[src/sv/etc_pkg.sv]
// ----------------------------------------------------------------------------
// etc_pkg: shared types and constants of the event timing counter table
// Counter entry layout, command and status codes, register map.
// ----------------------------------------------------------------------------
`default_nettype none

package etc_pkg;

	localparam int NUM_COUNTERS = 128;
	localparam int CNT_AW = (NUM_COUNTERS > 1) ? $clog2(NUM_COUNTERS) : 1;

	localparam int ID_W   = 7;
	localparam int DATA_W = 64;

	// command codes
	localparam logic [2:0] CMD_START   = 3'd0;
	localparam logic [2:0] CMD_STOP    = 3'd1;
	localparam logic [2:0] CMD_DISCARD = 3'd2;
	localparam logic [2:0] CMD_RESET   = 3'd3;
	localparam logic [2:0] CMD_READ    = 3'd4;

	// status codes
	localparam logic [1:0] ST_DONE     = 2'd0;
	localparam logic [1:0] ST_IGNORED  = 2'd1;
	localparam logic [1:0] ST_MISMATCH = 2'd2;
	localparam logic [1:0] ST_NO_START = 2'd3;

	// register map: 64-bit registers at 8-byte spacing, decoded by paddr[3]
	localparam int PADDR_W     = 4;
	localparam int REG_SEL_BIT = 3;
	localparam logic REG_UNLOADING    = 1'b0;
	localparam logic REG_ACTIVE_EVENT = 1'b1;

	typedef struct packed {
		logic [DATA_W-1:0] start_time;
		logic [DATA_W-1:0] start_event;
		logic [DATA_W-1:0] occ_count;
		logic [DATA_W-1:0] tick_sum;
		logic [DATA_W-1:0] tick_peak;
	} entry_t;

	localparam int ENTRY_W = $bits(entry_t);

	typedef struct packed {
		logic              unloading;
		logic [DATA_W-1:0] active_event_id;
	} cfg_t;

	// counter id to table address (zero extend, then keep address bits)
	function automatic logic [CNT_AW-1:0] id_to_addr(input logic [ID_W-1:0] id);
		logic [15:0] w;
		begin
			w = 16'(id);
			return w[CNT_AW-1:0];
		end
	endfunction

	function automatic logic id_in_range(input logic [ID_W-1:0] id);
		logic [15:0] w;
		begin
			w = 16'(id);
			return (w < 16'(NUM_COUNTERS));
		end
	endfunction

endpackage

`default_nettype wire

[src/sv/etc_cfg.sv]
// ----------------------------------------------------------------------------
// etc_cfg: APB-style configuration registers
// Holds the unloading flag and the activation event id.
// ----------------------------------------------------------------------------
`default_nettype none

module etc_cfg (
	input  wire logic                          clk,
	input  wire logic                          arst_n,
	input  wire logic                          psel,
	input  wire logic                          penable,
	input  wire logic                          pwrite,
	input  wire logic [etc_pkg::PADDR_W-1:0]   paddr,
	input  wire logic [etc_pkg::DATA_W-1:0]    pwdata,
	output logic      [etc_pkg::DATA_W-1:0]    prdata,
	output etc_pkg::cfg_t                      cfg
);

	logic                         unloading_q;
	logic [etc_pkg::DATA_W-1:0]   active_q;
	logic                         wr;
	logic                         sel;

	assign wr  = psel & penable & pwrite;
	assign sel = paddr[etc_pkg::REG_SEL_BIT];

	always_ff @(posedge clk or negedge arst_n) begin
		if (!arst_n) begin
			unloading_q <= 1'b0;
			active_q    <= '0;
		end else if (wr) begin
			if (sel == etc_pkg::REG_UNLOADING) begin
				unloading_q <= pwdata[0];
			end else begin
				active_q <= pwdata;
			end
		end
	end

	always_comb begin
		if (sel == etc_pkg::REG_ACTIVE_EVENT) begin
			prdata = active_q;
		end else begin
			prdata = {{(etc_pkg::DATA_W-1){1'b0}}, unloading_q};
		end
	end

	assign cfg.unloading       = unloading_q;
	assign cfg.active_event_id = active_q;

endmodule

`default_nettype wire

[config.mk]
export PLATFORM = sky130hd
export DESIGN_NAME = etc_cfg
export DESIGN_NICKNAME = d
export VERILOG_FILES = /design/src/sv/etc_pkg.sv /design/src/sv/etc_cfg.sv
export SDC_FILE = /design/constraint.sdc
export NUM_CORES = 1
export LEC_CHECK = 0
export BUFFER_PORTS_ARGS = -buffer_cell sky130_fd_sc_hd__buf_2
export CAP_MARGIN = 40
export CORE_ASPECT_RATIO = 0.9
export CORE_UTILIZATION = 47
export CTS_BUF_LIST = sky130_fd_sc_hd__clkbuf_8
export CTS_CLUSTER_DIAMETER = 30
export DETAILED_ROUTE_END_ITERATION = 8
export PLACE_DENSITY = 0.88
export SYNTH_ARGS = -nofsm -noshare
export SYNTH_HDL_FRONTEND = slang
export SYNTH_SLANG_ARGS = --single-unit
[constraint.sdc]
create_clock -name clk -period 2.9 [get_ports clk]
set_clock_uncertainty 0.05 [all_clocks]
set_input_delay 0.725 -clock clk [delete_from_list [all_inputs] [get_ports clk]]
set_output_delay 0.725 -clock clk [all_outputs]
set_load 0.005 [all_outputs]
# Word level (Yosys, flattened, before mapping)
# Index checks and enable logic that the tools add are counted.
[word_totals]
ff_bits = 65
in_bits = 73
output_inout_bits = 129
wordCells = 8
[classes]
n_mux = 1
bitwise_logic = 3
n_reduce_logical = 2
[ops]
columns = ["op", "n"]
rows = [
  ["$mux 64", 1],
  ["$reduce_and 2->1", 2],
  ["$and 1x1->1", 2],
  ["$not 1->1", 1],
]

# Longest topological paths before layout
# Gate-level depths: netlist (run 1).
[logic_depth]
depth_word = 3
ltp_mapped = 3
depth_no_buf = 2

# Worst setup path after synthesis (run 1)
# Ideal clock, no wire load.
[synth_timing]
path_type = "input-to-output"
start = "input paddr[3] (netlist name)"
end = "output prdata[10] (netlist name)"
arrival_time_ns = 1.317
required_ns = 2.125
path_slack_ns = 0.808
path_stages = 3
n_path_buf = 2
cell_sequence = "clkbuf_1 > clkbuf_1 > and2_1"
[synth_via]
elab_chain_len = 1
[synth_rtl]
columns = ["item", "line_no", "text"]
rows = [
  ["from (decl)", "etc_cfg.sv:13", "input wire logic [etc_pkg::PADDR_W-1:0] paddr,"],
  ["$mux 64", "etc_cfg.sv:41", "if (sel == etc_pkg::REG_ACTIVE_EVENT) begin"],
  ["to (decl)", "etc_cfg.sv:15", "output logic [etc_pkg::DATA_W-1:0] prdata,"],
]
# No other way between the ends.

# Worst setup path in the final report (run 1)
[layout_timing]
start = "input paddr[3] (netlist name)"
end = "output prdata[42] (netlist name)"
# Same word-level chain as after synthesis.

==> results of run 1 <==
-- report_power, final --
| part | leakage, nW | internal, W | switching [W] |
|---|---|---|---|
| combinational | 1.65 | 0.000555 | 0.000291 |
| sequential | 0.780 | 0.00111 | 0.000152 |
| clock | 0.115 | 0.000495 | 0.000311 |
| total | 2.55 | 0.00216 | 0.000754 |
-- placed cells by master, fill, tap and decap left out, drive strengths merged --
| master | n |
|---|---|
| bufinv | 2 |
| dfrtp | 65 |
| and2 | 63 |
| buf | 202 |
| nand4 | 1 |
| nand4b | 1 |
| mux2 | 66 |
| inv | 2 |
| clkbuf | 10 |
| clkinv | 1 |
-- stage by stage --
step           utilization  hold WS, ns  cells
5_1_grt              0.702        0.469    500
6_report             0.702        0.406    500
3_3_place_gp         0.668        0.451    485
2_1_floorplan            -        0.379    210
3_5_place_dp         0.668        0.458    485
4_1_cts              0.702        0.422    500
-- layer usage --
layer  global-route usage  vias up  wire length, microns
li1                     -     1090                     -
met1                0.248     1087                  3030
met2                0.364      120                  3650
met3               0.0468       11                   481
met4               0.0803        0                    91
met5                    0        -                     0
-- flip-flops by register name (all words and copies together), names as in the netlist --
| signal | flops |
|---|---|
| active_q | 64 |
| unloading_q | 1 |
-- kinds of logic (layout without fill, tap and decap cells) --
group         Yosys count  count (layout)  share of synthesized area
mux                    66              66                      0.310
buf+inv                14             217                     0.0325
simple gates           65              65                      0.136
flops                  65              65                      0.521
-- critical path, cell delays in order --
cell and delay (ns):
buf_2 0.29, buf_4 0.34, and2_1 0.18, buf_2 0.12
-- cell type report --
cell class | count | area share
flip-flops and latches | 65 | 0.371
multi-input cells | 131 | 0.318
repair buffers | 202 | 0.239
clock buffers | 10 | 0.0314
well taps | 87 | 0.0248
clock inverters | 5 | 0.0166
-- worst max-delay path by stage --
| stage | slack, ns | endpoint | depth (start not counted) | startpoint |
|---|---|---|---|---|
| floorplan | 0.81 | prdata[10] | 3 | paddr[3] |
| global placement | 0.52 | prdata[20] | 4 | paddr[3] |
| detailed placement | 0.47 | prdata[33] | 4 | paddr[3] |
| CTS | 0.47 | prdata[33] | 4 | paddr[3] |
| global route | 0.40 | prdata[22] | 4 | paddr[3] |
| finish | 0.46 | prdata[42] | 4 | paddr[3] |
==> flow_summary.toml, run 1 <==
[synth]
synth.avg_cell_area_sq_um = 14.9
netlist_instances = 210
ys_ff_latch = 65
synth_top_area_frac = 0.521
syn_nets = 283
yosys.area.top_type = "dfrtp_1"
synth-edff-count = 0
synth-seq-area-share = 0.521
yosysMostFrequentCell = "dfrtp_1"
yosys_warnings = 0
synth.cell_area_sq_um = 3120
synth_commonest_cells = "dfrtp_1 (65), and2_1 (63), mux2_4 (60)"
synthTopCellsByArea = "dfrtp_1 (52%), mux2_4 (29%), and2_1 (13%)"
synth_cell_types = 9
synth-main-ff-cell = "dfrtp_1"
synthArstFlopShare = 1.00

[sta]
fin_crit_sh = 0.841
max-slew-margin-rel = 0.507
grt_setup_unrepaired = "no"
period_needed_ns = 2.44
finalMaxSlewViolations = 0
tightest_slew_ns = 0.740
max_freq_mhz = 410
fin_ws_ns = 0.460
tns_ns = 0
hold_violations = 0
setup_violations = 0

[floorplan]
rows = 27
fp.dieW_microns = 87.9
core_sq_um = 6250
dieArea_sq_um = 6970
fp.dieH_microns = 79.3
initial_core_util = 0.499
io_pins = 202

[pwr]
irDropWorstVdd_uv = 340
power_density_nw_per_um2 = 664
p_leak_nw = 2.55
power_w = 0.00291

[clock_tree]
cts_tree = "done"
htreeDepth = 3
ctsHoldBuffers = 0
root_buffer = "clkbuf_8"
clk_pin_slew_worst_paths_ns = 0.07
numCtsBuffers = 9
cts_sinks = 65
cts_resized = 0
postCtsSetupBuffers = 0
clock_latency_ns = 0.32
cts_buffer_depth = 2

[finish]
drive_above_1_share = 0.683
fin_area_sq_um = 4380
final_net_count = 482
area_growth_pct = 40.5
multi_input_area_sq_um = 1390
nFillCells = 457
antennaDiodeCount = 0
regArea_sq_um = 1630

[detailed_routing]
wl_mm = 7.25
drt-wirelength-per-cell_microns = 14.5
dr_total_vias = 2308
detail_route.first_pass.iterations = 4
via_per_inst = 4.62
route.detailed.drc = 0
drt_iter0_drc = 72
ant_nets = 0

[job]
maxCapViolations = 0

[worst_setup_path]
worstPathRequired_ns = 2.12
r2r-start = "active_q[46]$_DFFE_PN0P_"
cp-start-kind = "input pin"
end_kind = "output pin"
rr_endpoint = "active_q[46]$_DFFE_PN0P_"
r2r_slack_ns = 2.06
path_max_fanout = 35
worstRegToRegCells = 1
path_class = "input pin to output pin"
worstPathArrival_ns = 1.66

[global_routing]
grt_pass1_wl_mm = 11.0
grt_pass1_vias = 2233
grt_max_degree = 65
grt_overflow = 0
grtUsageTotal = 0.208
antenna_found_initial = 0

[place]
portBuffers = 198
place.gp.congestion = 0.802
hpwl_mm = 5.34
dp_slack_ns = 0.471
placed_cell_area_sq_um = 4170

[hold_path]
hold_path.class = "input pin to asynchronous set/reset pin"

[status]
status = "finished, final reports clean"
Power figures use the tool's default switching activity.
==> run 2, diff against run 1 <==
Settings changed: CORE_UTILIZATION 47 to 44, PLACE_DENSITY 0.88 to 0.83.
Clock period 2.9 ns to 2.3 ns, I/O delays scaled along.
==> run 2 against run 1 <==
Against the previous run: global-route usage fell by 2.0 points; die area rose by 6.6%; largest cell class unchanged; final cell count rose by 0.40%.
==> flow_summary.toml, run 2 (synthesis results as in run 1) <==
[floorplan]
initial_core_util = 0.464
io_pins = 202
core_sq_um = 6730
fp.dieW_microns = 90.8
dieArea_sq_um = 7430
rows = 28
fp.dieH_microns = 81.9

[clock_tree]
cts_sinks = 65
root_buffer = "clkbuf_8"
postCtsSetupBuffers = 0
htreeDepth = 3
ctsHoldBuffers = 0
clk_pin_slew_worst_paths_ns = 0.06
cts_buffer_depth = 2
clock_latency_ns = 0.32
cts_tree = "done"
numCtsBuffers = 9
cts_resized = 0

[pwr]
power_w = 0.00342
irDropWorstVdd_uv = 401
p_leak_nw = 2.53
power_density_nw_per_um2 = 786

[detailed_routing]
drt-wirelength-per-cell_microns = 14.1
drt_iter0_drc = 71
wl_mm = 7.08
detail_route.first_pass.iterations = 6
ant_nets = 0
route.detailed.drc = 0
via_per_inst = 4.61
dr_total_vias = 2314

[global_routing]
grt_pass1_wl_mm = 10.7
grtUsageTotal = 0.188
grt_pass1_vias = 2156
antenna_found_initial = 0
grt_max_degree = 66
grt_overflow = 0

[place]
place.gp.congestion = 0.754
dp.cells = 489
hpwl_mm = 5.32
portBuffers = 198
placed_cell_area_sq_um = 4200

[finish]
final_net_count = 483
mostFrequentLayoutCells = "buf_2 (198), dfrtp_1 (65), and2_1 (63)"
largest-register = "active_q"
area_growth_pct = 39.3
regArea_sq_um = 1630
fin_area_sq_um = 4350
antennaDiodeCount = 0
nFillCells = 523
top_regs = "active_q: 64 flops, unloading_q: 1 flops"
layout.cells.non_filler = 502
drive_above_1_share = 0.682
fin_util = 0.646
multi_input_area_sq_um = 1390
final_common_cell = "buf_2"
largest_reg_flops = 64

[sta]
hold_violations = 0
finalMaxSlewViolations = 0
max-slew-margin-rel = 0.771
tns_ns = 0
tightest_slew_ns = 0.343
max_freq_mhz = 512
fin_crit_sh = 0.849
setup_violations = 0
grt_setup_unrepaired = "no"
period_needed_ns = 1.95

[worst_setup_path]
end_kind = "output pin"
path_class = "input pin to output pin"
path_max_fanout = 38
worstPathArrival_ns = 1.33
max_stage_delay_ns = 0.30
cp_cell_sequence = "buf_2 > buf_4 > and2_1 > buf_2"
crit_path_top_delay_cell = "buf_4"
worstPathRequired_ns = 1.67
crit_top_cell = "buf_2"
cp-start-kind = "input pin"

[hold_path]
hold_path.class = "input pin to asynchronous set/reset pin"

[job]
maxCapViolations = 0

[status]
status = "finished, final reports clean"
## run 2: changes by cell type in the layout (fill, tap and decap cells not counted), sizes merged
cell / previous run / this run
buf: 202 / 203
bufinv: 2 / 0
## run 2: worst max-delay path, delay by kind of cell
kind / cells / cell delay [ns]
simple gates: 1 / 0.19
buf+inv: 3 / 0.54
## run 2: where the power goes
| part | total [W] | internal, W | switching, W |
|---|---|---|---|
| combinational | 0.00106 | 0.000701 | 0.000358 |
| clock | 0.000761 | 0.000393 | 0.000369 |
| sequential | 0.00160 | 0.00140 | 0.000199 |
## run 2: routing by layer
layer	GRT usage	wire length [microns]
met4	0.0762	105
met3	0.0481	532
met2	0.330	3520
met5	0	0
met1	0.225	2930
## run 2: layout make-up
class	instances	share of cell area
Sequential cell	65	0.374
Multi-Input combinational cell	131	0.320
Clock inverter	3	0.00288
Tap cell	90	0.0259
Clock buffer	10	0.0317
Timing Repair Buffer	203	0.245
## run 2: worst paths after layout
kind	from	to	slack [ns]	depth (start not counted)
max	paddr[3]	prdata[25]	0.35	4
min	arst_n	active_q[28]$_DFFE_PN0P_	0.20	2
max reg2reg	active_q[7]$_DFFE_PN0P_	active_q[7]$_DFFE_PN0P_	1.46	1
min reg2reg	active_q[16]$_DFFE_PN0P_	active_q[16]$_DFFE_PN0P_	0.48	1
max in group asynchronous	arst_n	active_q[21]$_DFFE_PN0P_	1.70	2
min in group clk	pwdata[8]	active_q[8]$_DFFE_PN0P_	0.43	2
## run 2: through the flow
step                hold slack [ns]  setup slack, ns
floorplan                     0.229            0.508
global placement              0.454            0.367
detailed placement            0.460            0.340
CTS                           0.218            0.339
global route                  0.216            0.273
finish                        0.200            0.348
